===== config.mk =====
export PLATFORM = sky130hd
export DESIGN_NAME = layered_sphere_chord_segments
export DESIGN_NICKNAME = d
export VERILOG_FILES = /design/src/design/lscs_pkg.sv /design/src/design/lscs_datapath.sv /design/src/design/lscs_ctrl.sv /design/src/design/layered_sphere_chord_segments.sv
export SDC_FILE = /design/constraint.sdc
export NUM_CORES = 2
export LEC_CHECK = 0
export ABC_AREA = 1
export BUFFER_PORTS_ARGS = -buffer_cell sky130_fd_sc_hd__buf_2
export CAP_MARGIN = 5
export CORE_MARGIN = 2
export CORE_UTILIZATION = 60
export DETAILED_ROUTE_END_ITERATION = 6
export PLACE_DENSITY_LB_ADDON = 0.05
export RECOVER_POWER = 25
export SETUP_SLACK_MARGIN = 0.02
export SYNTH_ARGS = -nofsm -noshare
export SYNTH_HDL_FRONTEND = slang
export SYNTH_SLANG_ARGS = --single-unit
export TNS_END_PERCENT = 5

===== constraint.sdc =====
create_clock -name i_clk -period 14.44 [get_ports i_clk]
set_clock_uncertainty 0.05 [all_clocks]
set_input_delay 0.722 -clock i_clk [delete_from_list [all_inputs] [get_ports i_clk]]
set_output_delay 0.722 -clock i_clk [all_outputs]
set_load 0.01 [all_outputs]

===== src/design/lscs_pkg.sv =====
package lscs_pkg;

    localparam int MAX_SHELLS = 16;
    localparam int COS_W      = 16;
    localparam int LEN_W      = 22;
    localparam int DENS_W     = 10;
    localparam int ADDR_LAND  = 0;
    // wide enough for r^2 * 2^(2F) at F = 16 (radius < 2^13)
    localparam int SQ_W       = 60;
    localparam int ROOT_W     = SQ_W / 2;

    typedef logic [SQ_W-1:0]   t_sq;
    typedef logic [ROOT_W-1:0] t_root;

    // Shell outer radii in km, innermost first; unused entries are zero
    function automatic logic [12:0] shell_radius(input logic [3:0] k);
        case (k)
            4'd0:    shell_radius = 13'd1221;
            4'd1:    shell_radius = 13'd3480;
            4'd2:    shell_radius = 13'd5701;
            4'd3:    shell_radius = 13'd5971;
            4'd4:    shell_radius = 13'd6363;
            4'd5:    shell_radius = 13'd6371;
            default: shell_radius = 13'd0;
        endcase
    endfunction

    function automatic logic [DENS_W-1:0] shell_ne(input logic [3:0] k);
        case (k)
            4'd0:    shell_ne = 10'd615;
            4'd1:    shell_ne = 10'd536;
            4'd2:    shell_ne = 10'd247;
            4'd3:    shell_ne = 10'd193;
            4'd4:    shell_ne = 10'd150;
            4'd5:    shell_ne = 10'd150;
            default: shell_ne = 10'd0;
        endcase
    endfunction

    function automatic logic [DENS_W-1:0] shell_nn(input logic [3:0] k);
        case (k)
            4'd0:    shell_nn = 10'd650;
            4'd1:    shell_nn = 10'd565;
            4'd2:    shell_nn = 10'd250;
            4'd3:    shell_nn = 10'd195;
            4'd4:    shell_nn = 10'd150;
            4'd5:    shell_nn = 10'd150;
            default: shell_nn = 10'd0;
        endcase
    endfunction

    localparam logic [DENS_W-1:0] OCEAN_NE = 10'd50;
    localparam logic [DENS_W-1:0] OCEAN_NN = 10'd40;

    // Datapath commands from the controller
    typedef enum logic [2:0] {
        OP_NONE  = 3'd0,
        OP_LOAD  = 3'd1,  // capture input, start s2 = 2^30 - c^2
        OP_CCD   = 3'd2,  // chord-centre distance squared
        OP_ROOT  = 3'd3,  // start root for shell cmd.idx
        OP_STEP  = 3'd4,  // one root iteration
        OP_STORE = 3'd5,  // store rounded root into half[idx]
        OP_SEG   = 3'd6   // build segment list entry for shell idx
    } t_op;

    typedef struct packed {
        t_op        op;
        logic [3:0] idx;
    } t_cmd;

    typedef struct packed {
        logic       neg;      // captured cosine is negative
        logic       root_done;
        logic [4:0] nseg;     // segments kept so far
    } t_sts;

endpackage


===== src/design/lscs_datapath.sv =====
module lscs_datapath
    import lscs_pkg::*;
#(
    parameter int NUM_SHELLS       = 6,
    parameter int LENGTH_FRAC_BITS = 8
) (
    input  logic                    i_clk,
    input  logic                    i_rst_n,
    input  t_cmd                    i_cmd,
    input  logic signed [COS_W-1:0] i_cos,
    input  logic [4:0]              i_rd_idx,
    input  logic                    i_land,
    output t_sts                    o_sts,
    output logic [LEN_W-1:0]        o_len,
    output logic [DENS_W-1:0]       o_ne,
    output logic [DENS_W-1:0]       o_nn
);

    localparam int F2 = 2 * LENGTH_FRAC_BITS;

    logic signed [COS_W-1:0] r_c;
    logic [31:0]             r_s2;
    t_sq                     r_ccd;
    t_sq                     r_rem;
    t_sq                     r_q;
    t_sq                     r_bit;
    logic                    r_busy;
    t_root                   r_half [MAX_SHELLS];
    t_sq                     r_seg_len [MAX_SHELLS];
    logic [3:0]              r_seg_sh [MAX_SHELLS];
    logic [4:0]              r_nseg;

    logic [61:0] w_prod;
    t_sq         w_rk2;
    t_sq         w_qb;
    logic [3:0]  w_i;
    logic [12:0] w_r;
    logic [3:0]  w_sh;
    logic [4:0]  w_n;
    logic [4:0]  w_tot;
    logic [4:0]  w_src;
    logic [3:0]  w_wr;
    logic [3:0]  w_wr_prev;

    assign w_i  = i_cmd.idx;
    assign w_r  = shell_radius(w_i);
    assign w_rk2 = t_sq'({34'd0, w_r} * {34'd0, w_r}) << F2;
    assign w_prod = 62'(shell_radius(4'(NUM_SHELLS - 1)))
                  * 62'(shell_radius(4'(NUM_SHELLS - 1))) * 62'(r_s2);
    assign w_qb = r_q + r_bit;

    // segment list write slots: next free entry and the last kept one
    assign w_wr      = r_nseg[3:0];
    assign w_wr_prev = 4'(r_nseg - 1'b1);

    always_ff @(posedge i_clk) begin
        if (!i_rst_n) begin
            r_busy <= 1'b0;
            r_nseg <= '0;
        end else begin
            case (i_cmd.op)
                OP_LOAD: begin
                    r_c    <= i_cos;
                    r_nseg <= '0;
                    r_s2   <= 32'h4000_0000 - 32'($signed(i_cos) * $signed(i_cos));
                end
                OP_CCD: begin
                    if (F2 >= 30)
                        r_ccd <= t_sq'(w_prod) << (F2 - 30);
                    else
                        r_ccd <= t_sq'((64'(w_prod) + (64'd1 << (29 - F2))) >> (30 - F2));
                end
                OP_ROOT: begin
                    r_q    <= '0;
                    r_bit  <= t_sq'(1) << (SQ_W - 2);
                    r_rem  <= (r_ccd <= w_rk2) ? w_rk2 - r_ccd : '0;
                    r_busy <= 1'b1;
                end
                OP_STEP: begin
                    if (r_bit != '0) begin
                        if (r_rem >= w_qb) begin
                            r_rem <= r_rem - w_qb;
                            r_q   <= (r_q >> 1) + r_bit;
                        end else begin
                            r_q <= r_q >> 1;
                        end
                        r_bit <= r_bit >> 2;
                    end else begin
                        r_busy <= 1'b0;
                    end
                end
                OP_STORE: begin
                    r_half[w_i] <= t_root'((r_rem > r_q) ? r_q + 1'b1 : r_q);
                end
                OP_SEG: begin
                    // shells above core: positive differences; idx 0 finishes the core
                    if (w_i != 4'd0) begin
                        if (r_half[w_i] > r_half[w_i - 1'b1]) begin
                            r_seg_len[w_wr] <= t_sq'(r_half[w_i] - r_half[w_i - 1'b1]);
                            r_seg_sh[w_wr]  <= w_i;
                            r_nseg          <= r_nseg + 1'b1;
                        end
                    end else if (r_half[0] != '0) begin
                        r_seg_len[w_wr] <= t_sq'(r_half[0]) << 1;
                        r_seg_sh[w_wr]  <= 4'd0;
                        r_nseg          <= r_nseg + 1'b1;
                    end else if (r_nseg != '0) begin
                        r_seg_len[w_wr_prev] <= r_seg_len[w_wr_prev] << 1;
                    end
                end
                default: ;
            endcase
        end
    end

    // mirrored readout: index j >= n maps to total-1-j
    assign w_n   = r_nseg;
    assign w_tot = 5'((w_n << 1) - 1'b1);
    assign w_src = (i_rd_idx < w_n) ? i_rd_idx : 5'(w_tot - 1'b1 - i_rd_idx);
    assign w_sh  = r_seg_sh[w_src[3:0]];

    always_comb begin
        o_len = (r_seg_len[w_src[3:0]] > t_sq'(22'h3FFFFF))
              ? 22'h3FFFFF : LEN_W'(r_seg_len[w_src[3:0]]);
        if (w_sh == 4'(NUM_SHELLS - 1) && !i_land) begin
            o_ne = OCEAN_NE;
            o_nn = OCEAN_NN;
        end else begin
            o_ne = shell_ne(w_sh);
            o_nn = shell_nn(w_sh);
        end
    end

    assign o_sts.neg       = r_c[COS_W-1];
    assign o_sts.root_done = !r_busy;
    assign o_sts.nseg      = r_nseg;

endmodule


===== src/design/lscs_ctrl.sv =====
module lscs_ctrl
    import lscs_pkg::*;
#(
    parameter int NUM_SHELLS = 6
) (
    input  logic       i_clk,
    input  logic       i_rst_n,
    input  logic       i_in_valid,
    output logic       o_in_ready,
    input  logic       i_out_ready,
    output logic       o_out_valid,
    output logic       o_zero,
    output logic       o_last,
    output logic [4:0] o_rd_idx,
    input  t_sts       i_sts,
    output t_cmd       o_cmd
);

    typedef enum logic [8:0] {
        S_IDLE  = 9'b000000001,
        S_CHK   = 9'b000000010,
        S_CCD   = 9'b000000100,
        S_ROOT  = 9'b000001000,
        S_STEP  = 9'b000010000,
        S_STORE = 9'b000100000,
        S_SEG   = 9'b001000000,
        S_EMIT  = 9'b010000000,
        S_ZERO  = 9'b100000000
    } t_state;

    t_state     r_state, n_state;
    logic [3:0] r_k, n_k;
    logic [4:0] r_j, n_j;
    logic [4:0] w_tot;

    assign w_tot = 5'((i_sts.nseg << 1) - 1'b1);

    always_ff @(posedge i_clk) begin
        if (!i_rst_n) begin
            r_state <= S_IDLE;
            r_k     <= '0;
            r_j     <= '0;
        end else begin
            r_state <= n_state;
            r_k     <= n_k;
            r_j     <= n_j;
        end
    end

    always_comb begin
        n_state     = r_state;
        n_k         = r_k;
        n_j         = r_j;
        o_cmd.op    = OP_NONE;
        o_cmd.idx   = r_k;
        o_in_ready  = 1'b0;
        o_out_valid = 1'b0;
        o_zero      = 1'b0;
        o_last      = 1'b0;
        unique case (r_state)
            S_IDLE: begin
                o_in_ready = 1'b1;
                if (i_in_valid) begin
                    o_cmd.op = OP_LOAD;
                    n_state  = S_CHK;
                end
            end
            S_CHK: n_state = i_sts.neg ? S_CCD : S_ZERO;
            S_CCD: begin
                o_cmd.op = OP_CCD;
                n_k      = '0;
                n_state  = S_ROOT;
            end
            S_ROOT: begin
                o_cmd.op = OP_ROOT;
                n_state  = S_STEP;
            end
            S_STEP: begin
                o_cmd.op = OP_STEP;
                if (i_sts.root_done) n_state = S_STORE;
            end
            S_STORE: begin
                o_cmd.op = OP_STORE;
                if (r_k == 4'(NUM_SHELLS - 1)) begin
                    n_state = S_SEG;
                end else begin
                    n_k     = r_k + 1'b1;
                    n_state = S_ROOT;
                end
            end
            S_SEG: begin
                // walk shells outermost to core
                o_cmd.op = OP_SEG;
                if (r_k == '0) begin
                    n_j     = '0;
                    n_state = S_EMIT;
                end else begin
                    n_k = r_k - 1'b1;
                end
            end
            S_EMIT: begin
                if (i_sts.nseg == '0) begin
                    n_state = S_ZERO;
                end else begin
                    o_out_valid = 1'b1;
                    o_last      = (r_j == w_tot - 1'b1);
                    if (i_out_ready) begin
                        n_j = r_j + 1'b1;
                        if (o_last) n_state = S_IDLE;
                    end
                end
            end
            S_ZERO: begin
                o_out_valid = 1'b1;
                o_zero      = 1'b1;
                o_last      = 1'b1;
                if (i_out_ready) n_state = S_IDLE;
            end
            default: n_state = S_IDLE;
        endcase
    end

    assign o_rd_idx = r_j;

endmodule


===== src/design/layered_sphere_chord_segments.sv =====
// Each shell takes a start step, 30 bit-pair root iterations and a finish, and a store; then
// one segment-build step per shell runs before the first result is offered.
// A new input is taken only after the last result of the previous one has left; downward
// items skip the shell work. Results leave one per cycle while tready is high.
// Reset: synchronous active-low i_rst_n; controller idles, land_mode returns to 1.
module layered_sphere_chord_segments
    import lscs_pkg::*;
#(
    parameter int NUM_SHELLS       = 6,
    parameter int LENGTH_FRAC_BITS = 8
) (
    input  logic        i_clk,
    input  logic        i_rst_n,
    input  logic        s_axis_tvalid,
    output logic        s_axis_tready,
    input  logic [15:0] s_axis_tdata,   // [15:0] zenith cosine, signed Q1.15
    output logic        m_axis_tvalid,
    input  logic        m_axis_tready,
    output logic [47:0] m_axis_tdata,   // [21:0] segment_length, [31:22] electron_density,
                                        // [41:32] neutron_density, zero fill
    output logic        m_axis_tlast,
    input  logic        psel,
    input  logic        penable,
    input  logic        pwrite,
    input  logic [1:0]  paddr,
    input  logic [31:0] pwdata,
    output logic [31:0] prdata,
    output logic        pready
);

    logic             r_land;
    t_cmd             w_cmd;
    t_sts             w_sts;
    logic [4:0]       w_rd;
    logic             w_zero;
    logic [LEN_W-1:0] w_len;
    logic [DENS_W-1:0] w_ne, w_nn;

    // config register
    assign pready = 1'b1;
    always_ff @(posedge i_clk) begin
        if (!i_rst_n) begin
            r_land <= 1'b1;
        end else if (psel && penable && pwrite && paddr == 2'(ADDR_LAND * 4)) begin
            r_land <= pwdata[0];
        end
    end
    assign prdata = (paddr == 2'(ADDR_LAND * 4)) ? {31'd0, r_land} : 32'd0;

    lscs_ctrl #(.NUM_SHELLS(NUM_SHELLS)) u_ctrl (
        .i_clk       (i_clk),
        .i_rst_n     (i_rst_n),
        .i_in_valid  (s_axis_tvalid),
        .o_in_ready  (s_axis_tready),
        .i_out_ready (m_axis_tready),
        .o_out_valid (m_axis_tvalid),
        .o_zero      (w_zero),
        .o_last      (m_axis_tlast),
        .o_rd_idx    (w_rd),
        .i_sts       (w_sts),
        .o_cmd       (w_cmd)
    );

    lscs_datapath #(
        .NUM_SHELLS       (NUM_SHELLS),
        .LENGTH_FRAC_BITS (LENGTH_FRAC_BITS)
    ) u_dp (
        .i_clk    (i_clk),
        .i_rst_n  (i_rst_n),
        .i_cmd    (w_cmd),
        .i_cos    (s_axis_tdata),
        .i_rd_idx (w_rd),
        .i_land   (r_land),
        .o_sts    (w_sts),
        .o_len    (w_len),
        .o_ne     (w_ne),
        .o_nn     (w_nn)
    );

    assign m_axis_tdata = w_zero ? 48'd0 : {6'd0, w_nn, w_ne, w_len};

endmodule


==> metrics.md <==
| Metric | Value |
|---|---|
| Run status | `finished with violations` |
| Failing checks | `max-capacitance violations, max-slew violations` |
| Syn_area_per_cell | `8.815 um^2` |
| Top post-synthesis cells by count | `inv_1 (2,364), nand2_1 (2,125), edfxtp_1 (1,731)` |
| Final setup fails | `0` |
| Fin nets | `15,710` |
| CTS root buf | `clkbuf_16` |
| Via count | `105,600` |
| RSZ-0062 raised after global routing | `false` |
| Initial Utilization | `60.27%` |
| CTS clock-pin slew for the worst setup and hold paths | `0.06 ns` |
| CP max FO | `134` |
| Endpoints failing hold | `0` |
| Crit Reg-Reg Startpoint | `u_ctrl.r_k[3]` |
| Max-slew headroom | `-157.9%` |
| Achievable frequency | `81.65 MHz` |
| Fill cells | `17,410` |
| DRT iter0 DRCs | `12,310` |
| FP Rows | `169` |
| Initial antenna violation count | `9` |
| HPWL Detailed | `276,300 um` |
| GRT overflow | `0` |
| Final WS setup | `2.192 ns` |
| Horiz. Die Dim | `465.1 um` |
| Cell with the most instances after synthesis | `inv_1` |
| Worst slew pin tran | `3.869 ns` |
| Synth async-reset ratio | `0%` |
| Hold_sp | `pwdata[0]` |
| Critical path launch point type | `register` |
| Worst path required time | `13.67 ns` |
| DRT Wirelength | `397,600 um` |
| Hold Path Stages | `3` |
| Hold Path Class | `in -> reg` |
| Post-synthesis sequential area ratio | `41.20%` |
| Pre-CTS setup slack | `3.870 ns` |
| Die footprint | `216,300 um^2` |
| Largest net degree at the start of global routing | `269` |
| Hold endpoint | `r_land` |
| Top_reg_cell synth | `edfxtp_1` |
| Reg2Reg Depth | `36` |
| FF+latch count, synth | `1,760` |
| TritonCTS clock tree | `done` |
| Synth Warn # | `0` |
| Synth area leader | `edfxtp_1` |
| Post-layout min period | `12.25 ns` |
| Number of hold buffers added after cts | `0` |
| Crit Path Class | `reg -> out` |
| Setup TNS | `0 ns` |
| I/O pins | `141` |
| Crit end category | `primary output` |
| Final Hold Slack | `0.08324 ns` |
| Global-route wire length before repair | `603,200 um` |
| Max Cap Violations | `32` |
| Clock latency on the worst-skew pair | `0.87 ns` |
| Synth unique cells | `70` |
| Synth Instances | `14,470` |
| Vias per cell | `6.129` |
| Share of layout cells above drive strength 1 | `4.122%` |
| Area of the core | `211,700 um^2` |
| IO Port Bufs | `69` |
| Total GRT Usage | `36.21%` |
| Post-cts repair resize count | `0` |
| Routed Antenna Nets | `0` |
| TritonCTS buffer count | `185` |
| H-tree depth | `4` |
| Post-Syn Area | `127,600 um^2` |
| Clock Sinks | `1,760` |
| Wirelength per Cell | `23.07 um` |
| Reg2reg end | `u_dp.r_rem[22]` |
| Vias in the first global route | `104,600` |
| Initial DRT Pass Iterations | `7` |
| Postcts setup bufs | `0` |
| Synth-to-Final Area Change | `6.805%` |
| Tcrit/Tclk final | `84.82%` |
| Clock Path Buffers | `3` |
| Post-synth EDFFs | `1,731` |
| R2R Setup Slk | `3.06 ns` |
| Ranking of synthesized cells by area | `edfxtp_1 (41%), fa_1 (10%), ha_1 (7.3%)` |
| Slew Viols, Final | `869` |
| Critical path data arrival time | `11.48 ns` |
| Routability Congestion | `1.010` |
| Post-route DRC violation count | `0` |
| DIE HEIGHT | `465.1 um` |
| Yosys top cell area share | `40.75%` |
## cell usage in the layout, fill, tap and decap left out, types with 28 or more instances in the layout
master	netlist	routed
inv_1	2364	2364
nand2_1	2125	2124
edfxtp_1	1731	1731
o21ai_0	1577	1575
nor2_1	1503	1487
a21oi_1	1002	1001
ha_1	746	746
fa_1	650	650
nand3_1	532	532
xor2_1	201	200
clkbuf_16	0	187
nor3_1	150	149
o211ai_1	147	147
o221ai_1	144	144
nand4_1	102	103
xnor2_1	101	100
buf_4	56	99
o22ai_1	81	81
nor4_1	65	65
buf_2	106	64
clkbuf_1	444	59
a211oi_1	57	57
o311ai_0	57	57
a31oi_1	56	56
mux2i_1	56	56
conb_1	2	50
o21bai_1	44	44
a21o_1	42	42
clkinv_1	5	38
or2_2	32	32
clkinv_2	0	31
o21a_1	28	28
o21ai_1	28	28
## kinds of logic after synthesis
family	Yosys count	share of synthesized area, %
buffers and inverters	3035	9.262
AO/OA/AOI/OAI	3330	14.59
multiplexers	56	0.4394
AND/OR/NAND/NOR	4590	14.89
flip-flops	1760	41.20
adder cells (fa/ha/maj)	1396	17.52
XOR/XNOR	303	2.086
other	2	0.005887
## state kept, by name, indices dropped and copies added (netlist names), 30 cells and up, named ones only
name	cells
u_dp.r_bit	30
u_dp.r_seg_len	960
u_dp.r_s2	31
u_dp.r_ccd	45
u_dp.r_half	480
u_dp.r_q	60
u_dp.r_rem	60
u_dp.r_seg_sh	64
## metal layers
metal  share of wire [%]  global-route usage (%)  wire [um]  vias to the layer above
met5               0.013                       0         52                        -
met2                  47                   59.76     186300                     5687
met3                 9.5                   5.022      37700                     1164
met4                 4.9                   15.89      19420                        8
li1                    -                       -          -                    48140
met1                  39                   47.93     154100                    50620
## area by class of cell
type	instances	area (um^2)	share of cell area, %
inverters	2387	8992	6.600
flip-flops and latches	1760	52580	38.59
clock inverters	125	1533	1.125
multi-input cells	9725	63570	46.66
diodes	2	5.005	0.003673
clock buffers	218	4806	3.527
repair buffers	195	1232	0.9046
well taps	2821	3530	2.591
## worst max-delay path by stage
stage                         startpoint              end  cells after the start
after global placement     u_ctrl.r_k[2]   u_dp.r_rem[42]                     40
after floorplan            u_ctrl.r_k[0]   u_dp.r_rem[48]                     39
final                     u_dp.r_nseg[0]  m_axis_tdata[3]                     19
after detailed placement   u_ctrl.r_k[2]   u_dp.r_rem[22]                     39
after CTS                  u_ctrl.r_k[2]   u_dp.r_rem[22]                     39
after global routing      u_dp.r_nseg[0]  m_axis_tdata[3]                     19
## per-stage QoR
| stage | std cells | util [%] | instance area (um^2) |
|---|---|---|---|
| finish | 17230 | 64.37 | 136200 |
| global route | 17230 | 64.37 | 136200 |
| CTS | 17230 | 64.48 | 136500 |
| detailed placement | 16890 | 61.49 | 130100 |
| global placement | 16890 | 61.49 | 130100 |
| floorplan | 14520 | - | 127700 |
## critical path, cell delays in order, from the launching register on
cell and delay, ns:
dfxtp_1 1.89, inv_8 0.77, ha_1 2.80, inv_4 0.67, ha_1 0.64, a21o_1 0.18
nor2_1 0.12, inv_1 0.06, nand2_1 0.07, nand2_1 0.05, nand2_1 0.06, nand2_2 0.04
buf_4 0.34, inv_2 0.31, buf_4 0.50, a21oi_1 0.12, nand2_1 0.12, nand2_2 0.59
a21oi_1 0.89, buf_2 0.26
Power is left out: the tool's default activity adds up to more than one toggle a clock period on the data nets, which glitch-free logic cannot reach.
